**config.mk**
```make
export PLATFORM = sky130hd
export DESIGN_NAME = integer_to_ascii_formatter
export DESIGN_NICKNAME = d
export VERILOG_FILES = /design/src/hw/rtl/itaf_pkg.sv /design/src/hw/rtl/integer_to_ascii_formatter.sv
export SDC_FILE = /design/constraint.sdc
export NUM_CORES = 1
export LEC_CHECK = 0
export BUFFER_PORTS_ARGS = -buffer_cell sky130_fd_sc_hd__clkbuf_2
export CAP_MARGIN = 40
export CORE_MARGIN = 2
export CORE_UTILIZATION = 45
export DETAILED_ROUTE_END_ITERATION = 8
export PLACE_DENSITY = 0.73
export SLEW_MARGIN = 20
export SYNTH_ARGS = -nofsm -noshare
export SYNTH_HDL_FRONTEND = slang
export SYNTH_SLANG_ARGS = --single-unit
```
**constraint.sdc**
```tcl
create_clock -name clk -period 2.4 [get_ports clk]
set_clock_uncertainty 0.15 [all_clocks]
set_input_delay 0.36 -clock clk [delete_from_list [all_inputs] [get_ports clk]]
set_output_delay 0.36 -clock clk [all_outputs]
set_load 0.005 [all_outputs]
```
**src/hw/rtl/itaf_pkg.sv**
```systemverilog
// Package for the integer to ASCII formatter: beat types, mode codes,
// character constants and the digit and text lookup functions.
// No dependencies.
`default_nettype none

package itaf_pkg;

    // Formatting modes carried in the opcode field.
    typedef enum logic [1:0] {
        OP_DEC    = 2'd0,
        OP_HEX_LO = 2'd1,
        OP_HEX_UP = 2'd2,
        OP_PTR    = 2'd3
    } itaf_op_t;

    // Input beat: a mode and the number to format.
    typedef struct packed {
        itaf_op_t    opcode;
        logic [63:0] value;
    } itaf_num_t;

    // Output beat: one character of the text.
    typedef struct packed {
        logic [6:0] char_code;
        logic       is_last;
        logic [4:0] char_count;
    } itaf_txt_t;

    localparam int unsigned DEC_BITS    = 32;
    localparam int unsigned BCD_DIGITS  = 10;
    localparam int unsigned HEX_NIBBLES = 16;

    localparam logic [4:0] PREFIX_LEN = 5'd2;
    localparam logic [4:0] NIL_LEN    = 5'd5;
    localparam logic [4:0] MAX_DIGITS = 5'd16;

    localparam logic [6:0] CHAR_ZERO     = 7'd48;  // '0'
    localparam logic [6:0] CHAR_X        = 7'd120; // 'x'
    localparam logic [6:0] CHAR_UP_BASE  = 7'd55;  // 'A' minus ten
    localparam logic [6:0] CHAR_LO_BASE  = 7'd87;  // 'a' minus ten
    localparam logic [6:0] CHAR_LPAREN   = 7'd40;  // '('
    localparam logic [6:0] CHAR_N        = 7'd110; // 'n'
    localparam logic [6:0] CHAR_I        = 7'd105; // 'i'
    localparam logic [6:0] CHAR_L        = 7'd108; // 'l'
    localparam logic [6:0] CHAR_RPAREN   = 7'd41;  // ')'

    // ASCII code of one hex or decimal digit.
    function automatic logic [6:0] digit_char(input logic [3:0] nib, input logic upper);
        logic [6:0] code;
        begin
            if (nib < 4'd10)
            begin
                code = CHAR_ZERO + {3'b000, nib};
            end
            else if (upper)
            begin
                code = CHAR_UP_BASE + {3'b000, nib};
            end
            else
            begin
                code = CHAR_LO_BASE + {3'b000, nib};
            end
            return code;
        end
    endfunction

    // Characters of the text shown for a null pointer.
    function automatic logic [6:0] nil_char(input logic [2:0] idx);
        logic [6:0] code;
        begin
            unique case (idx)
                3'd0:    code = CHAR_LPAREN;
                3'd1:    code = CHAR_N;
                3'd2:    code = CHAR_I;
                3'd3:    code = CHAR_L;
                3'd4:    code = CHAR_RPAREN;
                default: code = CHAR_RPAREN;
            endcase
            return code;
        end
    endfunction

endpackage

`default_nettype wire

```
**src/hw/rtl/integer_to_ascii_formatter.sv**
```systemverilog
// Top level of the integer to ASCII formatter: one sequencer around a shared
// shift-add-3 and nibble shift unit. Depends on itaf_pkg.
//
//   channel | dir | handshake           | payload
//   --------+-----+---------------------+---------------------------------
//   num     | in  | num_valid/num_ready | itaf_num_t: opcode, value
//   txt     | out | txt_valid/txt_ready | itaf_txt_t: char_code, is_last,
//           |     |                     |             char_count
//
// Decimal mode first takes 32 shift-add-3 steps, one input bit per cycle. Then 16 digit
// slots pass: one strip step per leading zero, one to settle, one per digit.
// A pointer adds a 0x prefix; a null pointer sends five characters, one a cycle if unstalled.
// num_ready is high only while idle; a stalled character holds the sequencer until it moves.
// rst_n clears the sequencer and the output valid flag asynchronously.
`default_nettype none

module integer_to_ascii_formatter (
    input  wire                       clk,
    input  wire                       rst_n,
    input  wire                       num_valid,
    output logic                      num_ready,
    input  wire itaf_pkg::itaf_num_t  num,
    output logic                      txt_valid,
    input  wire                       txt_ready,
    output itaf_pkg::itaf_txt_t       txt
);
    import itaf_pkg::*;

    typedef enum logic [2:0] {
        ST_IDLE,
        ST_CONV,
        ST_STRIP,
        ST_PREFIX,
        ST_DIGITS,
        ST_NIL
    } state_t;

    localparam int unsigned BCD_BITS = 4 * BCD_DIGITS;

    state_t      state_reg, state_next;
    logic [63:0] digits_reg, digits_next;
    logic [31:0] bin_reg, bin_next;
    logic [4:0]  step_reg, step_next;
    logic [4:0]  ndig_reg, ndig_next;
    logic [4:0]  total_reg, total_next;
    logic [2:0]  pos_reg, pos_next;
    logic        upper_reg, upper_next;
    logic        ptr_reg, ptr_next;
    logic        out_valid_reg, out_valid_next;
    itaf_txt_t   out_reg, out_next;

    logic                  accept;
    logic                  slot_free;
    logic [BCD_BITS-1:0]   bcd_adj;

    assign accept    = num_valid && num_ready;
    assign slot_free = !out_valid_reg || txt_ready;

    // Shift-add-3 correction on every BCD digit ahead of the shift.
    always_comb
    begin
        for (int d = 0; d < BCD_DIGITS; d++)
        begin
            if (digits_reg[4*d +: 4] >= 4'd5)
            begin
                bcd_adj[4*d +: 4] = digits_reg[4*d +: 4] + 4'd3;
            end
            else
            begin
                bcd_adj[4*d +: 4] = digits_reg[4*d +: 4];
            end
        end
    end

    // Sequencer next-state and datapath control.
    always_comb
    begin
        state_next     = state_reg;
        digits_next    = digits_reg;
        bin_next       = bin_reg;
        step_next      = step_reg;
        ndig_next      = ndig_reg;
        total_next     = total_reg;
        pos_next       = pos_reg;
        upper_next     = upper_reg;
        ptr_next       = ptr_reg;
        out_valid_next = out_valid_reg && !txt_ready;
        out_next       = out_reg;

        unique case (state_reg)
            ST_IDLE:
            begin
                if (accept)
                begin
                    upper_next = (num.opcode == OP_HEX_UP);
                    ptr_next   = (num.opcode == OP_PTR);
                    ndig_next  = MAX_DIGITS;
                    pos_next   = 3'd0;
                    unique case (num.opcode)
                        OP_DEC:
                        begin
                            bin_next    = num.value[31:0];
                            digits_next = '0;
                            step_next   = 5'(DEC_BITS - 1);
                            state_next  = ST_CONV;
                        end
                        OP_HEX_LO, OP_HEX_UP:
                        begin
                            digits_next = {32'h0, num.value[31:0]};
                            state_next  = ST_STRIP;
                        end
                        OP_PTR:
                        begin
                            digits_next = num.value;
                            if (num.value == 64'h0)
                            begin
                                state_next = ST_NIL;
                            end
                            else
                            begin
                                state_next = ST_STRIP;
                            end
                        end
                        default:
                        begin
                            state_next = ST_IDLE;
                        end
                    endcase
                end
            end

            ST_CONV:
            begin
                digits_next = {24'h0, bcd_adj[BCD_BITS-2:0], bin_reg[31]};
                bin_next    = {bin_reg[30:0], 1'b0};
                step_next   = step_reg - 5'd1;
                if (step_reg == 5'd0)
                begin
                    state_next = ST_STRIP;
                end
            end

            ST_STRIP:
            begin
                // Drop leading zero digits but keep at least one.
                if (digits_reg[63:60] == 4'h0 && ndig_reg != 5'd1)
                begin
                    digits_next = {digits_reg[59:0], 4'h0};
                    ndig_next   = ndig_reg - 5'd1;
                end
                else
                begin
                    total_next = ptr_reg ? (ndig_reg + PREFIX_LEN) : ndig_reg;
                    state_next = ptr_reg ? ST_PREFIX : ST_DIGITS;
                end
            end

            ST_PREFIX:
            begin
                if (slot_free)
                begin
                    out_valid_next       = 1'b1;
                    out_next.char_code   = (pos_reg == 3'd0) ? CHAR_ZERO : CHAR_X;
                    out_next.is_last     = 1'b0;
                    out_next.char_count  = 5'd0;
                    pos_next             = pos_reg + 3'd1;
                    if (pos_reg == 3'd1)
                    begin
                        state_next = ST_DIGITS;
                    end
                end
            end

            ST_DIGITS:
            begin
                if (slot_free)
                begin
                    out_valid_next      = 1'b1;
                    out_next.char_code  = digit_char(digits_reg[63:60], upper_reg);
                    out_next.is_last    = (ndig_reg == 5'd1);
                    out_next.char_count = (ndig_reg == 5'd1) ? total_reg : 5'd0;
                    digits_next         = {digits_reg[59:0], 4'h0};
                    ndig_next           = ndig_reg - 5'd1;
                    if (ndig_reg == 5'd1)
                    begin
                        state_next = ST_IDLE;
                    end
                end
            end

            ST_NIL:
            begin
                if (slot_free)
                begin
                    out_valid_next      = 1'b1;
                    out_next.char_code  = nil_char(pos_reg);
                    out_next.is_last    = (pos_reg == 3'(NIL_LEN - 5'd1));
                    out_next.char_count = (pos_reg == 3'(NIL_LEN - 5'd1)) ? NIL_LEN : 5'd0;
                    pos_next            = pos_reg + 3'd1;
                    if (pos_reg == 3'(NIL_LEN - 5'd1))
                    begin
                        state_next = ST_IDLE;
                    end
                end
            end

            default:
            begin
                state_next = ST_IDLE;
            end
        endcase
    end

    // State and registered outputs.
    always_ff @(posedge clk or negedge rst_n)
    begin
        if (!rst_n)
        begin
            state_reg     <= ST_IDLE;
            out_valid_reg <= 1'b0;
            digits_reg    <= '0;
            bin_reg       <= '0;
            step_reg      <= '0;
            ndig_reg      <= '0;
            total_reg     <= '0;
            pos_reg       <= '0;
            upper_reg     <= 1'b0;
            ptr_reg       <= 1'b0;
            out_reg       <= '0;
        end
        else
        begin
            state_reg     <= state_next;
            out_valid_reg <= out_valid_next;
            digits_reg    <= digits_next;
            bin_reg       <= bin_next;
            step_reg      <= step_next;
            ndig_reg      <= ndig_next;
            total_reg     <= total_next;
            pos_reg       <= pos_next;
            upper_reg     <= upper_next;
            ptr_reg       <= ptr_next;
            out_reg       <= out_next;
        end
    end

    assign num_ready = (state_reg == ST_IDLE);
    assign txt_valid = out_valid_reg;
    assign txt       = out_reg;

endmodule

`default_nettype wire

```
# --- Word level (Yosys, flattened, before mapping) ---
# Index checks and enable logic that the tools add are counted.
word_totals:
  regBits: 133
  rom_bits: 0
  mem_count: 0
  ramBits: 0
  wordCells: 150
  latchBits: 0
classes:
  n_eq_ne: 26
  bitwise_logic: 1
  n_addsub: 17
  reduce_logical: 28
  n_lt_le_gt_ge: 11
  muxes: 54
  shifts: 0
  n_mul: 0
  div_mod_pow: 0
op_table:
  columns: ["cell", "count"]
  rows:
  - ["case mux 64 bit (4 select lines)", 1]
  - ["2-to-1 mux 64 bit", 3]
  - ["case mux 64 bit (3 select lines)", 1]
  - ["zero test 64 bit", 1]
  - ["2-to-1 mux 32 bit", 2]
  - ["case mux 32 bit (2 select lines)", 1]
  - ["2-to-1 mux 3 bit", 15]
  - ["greater-or-equal comparator 4 x 3 -> 1 bit (second input constant)", 10]
  - ["2-to-1 mux 13 bit", 3]
  - ["case mux 13 bit (3 select lines)", 1]
  - ["adder 4 x 2 -> 4 bit (second input constant)", 9]
  - ["2-to-1 mux 4 bit", 9]
  - ["2-to-1 mux 5 bit", 7]
  - ["case mux 7 bit (4 select lines)", 1]
  - ["2-to-1 mux 7 bit", 3]
  - ["!= test 2 bit (second input constant)", 9]
  - ["case mux 3 bit (6 select lines)", 1]
  - ["case mux 5 bit (3 select lines)", 1]
  - ["adder 6 x 4 -> 7 bit (first input constant)", 2]
  - ["== test 3 x 2 -> 1 bit (second input constant)", 4]
  - ["AND reduction 4 bit", 3]
  - ["case mux 5 bit (2 select lines)", 1]
  - ["subtractor 5 x 1 -> 5 bit (second input constant)", 2]
  - ["== test 3 bit (second input constant)", 3]
  - ["other kinds (30)", 44]

# --- Depth between registers and ports, before layout ---
depth:
  ltp_word: 5
  ltp_mapped: 11

# --- Worst setup path before layout ---
# OpenSTA, ideal clock, no wires.
synth_path:
  kind: "reg2reg"
  from: "register ndig_reg[1]"
  to: "register total_reg[0]"
  setup_slack_ns: 0.069
  arrival_time_ns: 2.056
  synth_period_minus_slack_ns: 2.331
  required_ns: 2.125
  path_stages_with_launch: 7
  path_buffers: 1
  setup_ns: 0.125
  cell_sequence: "dfrtp_1 inv_1 ha_1 or4b_1 buf_2 a311oi_2 mux2_4"
synth_via:
  elab_chain_cells: 4
synth_rtl:
  columns: ["element", "line", "source"]
  rows:
  - ["start: declaration", "integer_to_ascii_formatter.sv:44", "logic [4:0] ndig_reg, ndig_next;"]
  - ["start signal: assignment", "integer_to_ascii_formatter.sv:238", "ndig_reg <= ndig_next;"]
  - ["!= test 5 x 1 -> 1 bit", "integer_to_ascii_formatter.sv:146", "if (digits_reg[63:60] == 4'h0 && ndig_reg != 5'd1)"]
  - ["logical AND 1 bit", "integer_to_ascii_formatter.sv:146", null]
  - ["inverter 1 bit (no line)", null, null]
  - ["AND reduction 2 bit (no line)", null, null]
  - ["end signal: assignment", "integer_to_ascii_formatter.sv:239", "total_reg <= total_next;"]
  - ["end: declaration", "integer_to_ascii_formatter.sv:45", "logic [4:0] total_reg, total_next;"]
# Every way passes these cells.
# A chain may end at the register's enable or synchronous reset.

# --- Final worst setup path ---
layout_path:
  from: "register state_reg[2]"
  to: "output port num_ready"
layout_via:
  elab_chain_cells: 1
layout_rtl:
  columns: ["element", "line", "source"]
  rows:
  - ["start: declaration", "integer_to_ascii_formatter.sv:40", "state_t state_reg, state_next;"]
  - ["start signal: assignment", "integer_to_ascii_formatter.sv:233", "state_reg <= state_next;"]
  - ["zero test 3 bit", "integer_to_ascii_formatter.sv:247", "assign num_ready = (state_reg == ST_IDLE);"]
  - ["end: declaration", "integer_to_ascii_formatter.sv:21", "output logic num_ready,"]
# Every way passes these cells.

==> results.cfg <==
[status]
status = complete, no violations

[cts]
cts.path.max_buffers = 2
cts_inserted_buffers = 17
tritoncts = done
insertion_delay_ns = 0.42
cts.clk_slew.worst_paths_ns = 0.06
clkSinkCount = 133
clockRootBuffer = clkbuf_16
htree_levels = 4

[setup_path]
worstSetupPathType = reg2out
crit_family = buffers and inverters
crit_top_cell = buf_4
critPathSlowestCell = dfrtp_1
cp_data_required_time_ns = 1.89
cp-start-kind = flop
cp_num_buf_inv = 3
crit_path_max_incr_delay_ns = 0.48
crit_chain = buf_4 -> nor3_1 -> buf_4 -> clkbuf_2
crit_fanout = 12
arrival_ns = 1.76
cp-end-kind = primary output

[pwr]
powerDensity_nw_per_um2 = 1370
vdd_drop_max_mv = 0.844
p_leak_nw = 4.19
p_int_mw = 7.45
p_seq_frac = 0.339
pwr-share-comb = 0.451
clkPwrFrac = 0.210
switching_share = 0.417
switching_power_mw = 5.34

[synthesis]
synthAdderAreaFrac = 0.0605
yosysWarnings = 0
synth_xor_area_frac = 0.0212
synth_cell_types = 62
synth-edff-count = 0
syn_area_sq_um = 7860
syn-mean-instance-area_sq_um = 8.72
synth_top_family_by_area = compound AO/OA/AOI/OAI gates
seq_area_frac_synth = 0.424
syn-num-nets = 1009
yosys.area_share.simple = 0.191
synth-seq-cells = 133
synthCells = 901
ys.flop_type = dfrtp_1
yosys-top-cells-area = dfrtp_1 42%, nand2_1 6.3%, nor2_1 6.3%
synth-async-reset-ratio = 1.00
synth_top_area_frac = 0.424
synth_compound_area_frac = 0.234
synth.largest_area_cell = dfrtp_1
synth.area.mux_share = 0.0100

[routing]
num_vias = 7147
wirelength_microns = 20300
ant_nets = 0
viasPerCell = 5.82
wire_per_inst_microns = 16.6
drc = 0
drt_iter0_markers = 640
drtPass1Iterations = 5

[sta]
fmax_mhz = 440
setup_viol = 0
finalCritPeriodShare = 0.947
worst_pin_slew_ns = 0.579
period_minus_slack_ns = 2.27
finalHoldViolations = 0
finalWorstSetupSlack_ns = 0.127
max_slew_margin = 0.613
whs_ns = 0.0194
rsz0062_at_grt = no
final_max_slew_viol_count = 0
setup_tns_ns = 0

[finish]
diodes = 0
fin_area_sq_um = 9320
largest_reg_flops = 64
fin_nets = 1097
drive_gt1_frac = 0.183
syn2layout_area_growth_pct = 18.6

[global_route]
grt_util_all_layers = 0.230
grt_overflow = 0
grt_max_degree = 64
antenna_found_initial = 0
grt_pass1_wl_microns = 33700
grt_pass1_vias = 6699

[floorplanning]
dieHeight_microns = 136
die_w_microns = 136
rows = 48
core_sq_um = 17200
die_area_sq_um = 18500
num_io_pins = 85
start_util = 0.457

[place]
dp_hpwl_microns = 14000
place_area_sq_um = 8670
place.gp.congestion = 0.879
preCtsSetupSlack_ns = -0.259
port_buffers = 84

[hold_path]
hold_path_class = in2reg

[run]
cap_violations = 0
==> power by group through the flow <==
stage / sequential [mW] / combinational (mW) / clock, mW
after floorplan: 4.01 / 4.44 / 0
after global placement: 4.29 / 5.54 / 0
after detailed placement: 4.32 / 5.71 / 0
after CTS: 4.30 / 5.75 / 2.73
after global routing: 4.49 / 6.55 / 2.84
final: 4.33 / 5.76 / 2.69
==> cell usage after synthesis, drive strengths merged, types with 7 or more instances <==
master and instances:
o21ai 46, nor3 7, nand3 9, nand2 131
a22oi 35, nand2b 16, xnor2 13, a21oi 74
a32oi 8, ha 38, a222oi 7, inv 35
a22o 7, clkbuf 37, a211oi 8, nor4 17
nor2 132, a221oi 45, a21o 10, buf 21
dfrtp 133, nor2b 7, a31oi 12
==> cells by family after synthesis <==
| kind of cell | count (synthesis) |
|---|---|
| AO/OA/AOI/OAI | 270 |
| buffers and inverters | 93 |
| AND/OR/NAND/NOR | 341 |
| multiplexers | 7 |
| flip-flops | 133 |
| XOR/XNOR | 19 |
| adder cells (fa/ha/maj) | 38 |
==> final cells by class <==
cell class / instances / area [sq um]
fillers: 1585 / 7860
multi-input cells: 675 / 4100
flip-flops and latches: 133 / 3330
repair buffers: 127 / 865
clock buffers: 18 / 429
well taps: 225 / 282
clock inverters: 14 / 178
inverters: 35 / 131
==> path summary, 6_finish.rpt <==
check	from	end	slack (ns)	depth (start not counted)
max in group asynchronous	rst_n	digits_reg[17]	1.20	3
max	state_reg[2]	num_ready	0.13	4
min	num[14]	bin_reg[14]	0.02	3
max reg2reg	ndig_reg[1]	state_reg[2]	0.16	8
min reg2reg	txt[7]	txt[7]	0.32	2
min in group asynchronous	rst_n	txt[5]	0.28	2
==> per-stage QoR <==
step / utilization / power (mW) / cells
after floorplan: - / 8.44 / 901
after global placement: 0.505 / 9.83 / 1194
after detailed placement: 0.505 / 10.0 / 1194
after CTS: 0.541 / 12.8 / 1227
after global routing: 0.542 / 13.9 / 1227
final: 0.542 / 12.8 / 1227
==> what timing repair did <==
item / CTS / global route
gates resized for setup: 0 / 6
hold buffers: 1 / 0
endpoints found under the setup margin: 0 / 60
hold endpoints to repair: 42 / 0
setup buffers: 0 / 0
==> worst min-delay path, stage by stage <==
cell	delay [ns]
clkbuf_2	0.10
nand2_1	0.06
nand2_1	0.04
==> cell usage in the layout (no fill, tap or decap), types with 7 or more instances in the layout <==
cell | netlist | final
clkbuf_16 | 0 | 17
nor2_1 | 131 | 129
a22oi_1 | 35 | 35
buf_12 | 0 | 9
ha_1 | 38 | 38
nor4_1 | 17 | 16
dfrtp_1 | 133 | 132
xnor2_1 | 13 | 13
a221oi_1 | 45 | 45
a211oi_1 | 8 | 8
nand3_1 | 9 | 9
inv_1 | 35 | 35
a222oi_1 | 7 | 7
nand2b_1 | 16 | 16
o21ai_0 | 45 | 45
a21oi_1 | 71 | 70
a31oi_1 | 12 | 12
nand2_1 | 131 | 131
buf_4 | 0 | 33
a32oi_1 | 8 | 8
clkbuf_2 | 1 | 83
a22o_1 | 7 | 7
a21o_1 | 10 | 9
==> per-layer routing <==
layer	vias up	part of all wire	track usage
li1	3413	-	-
met1	3465	0.46	0.319
met2	237	0.47	0.365
met3	32	0.057	0.0459
met4	0	0.020	0.0712
met5	-	0	0
No activity file was read; power rests on OpenSTA's default activity.
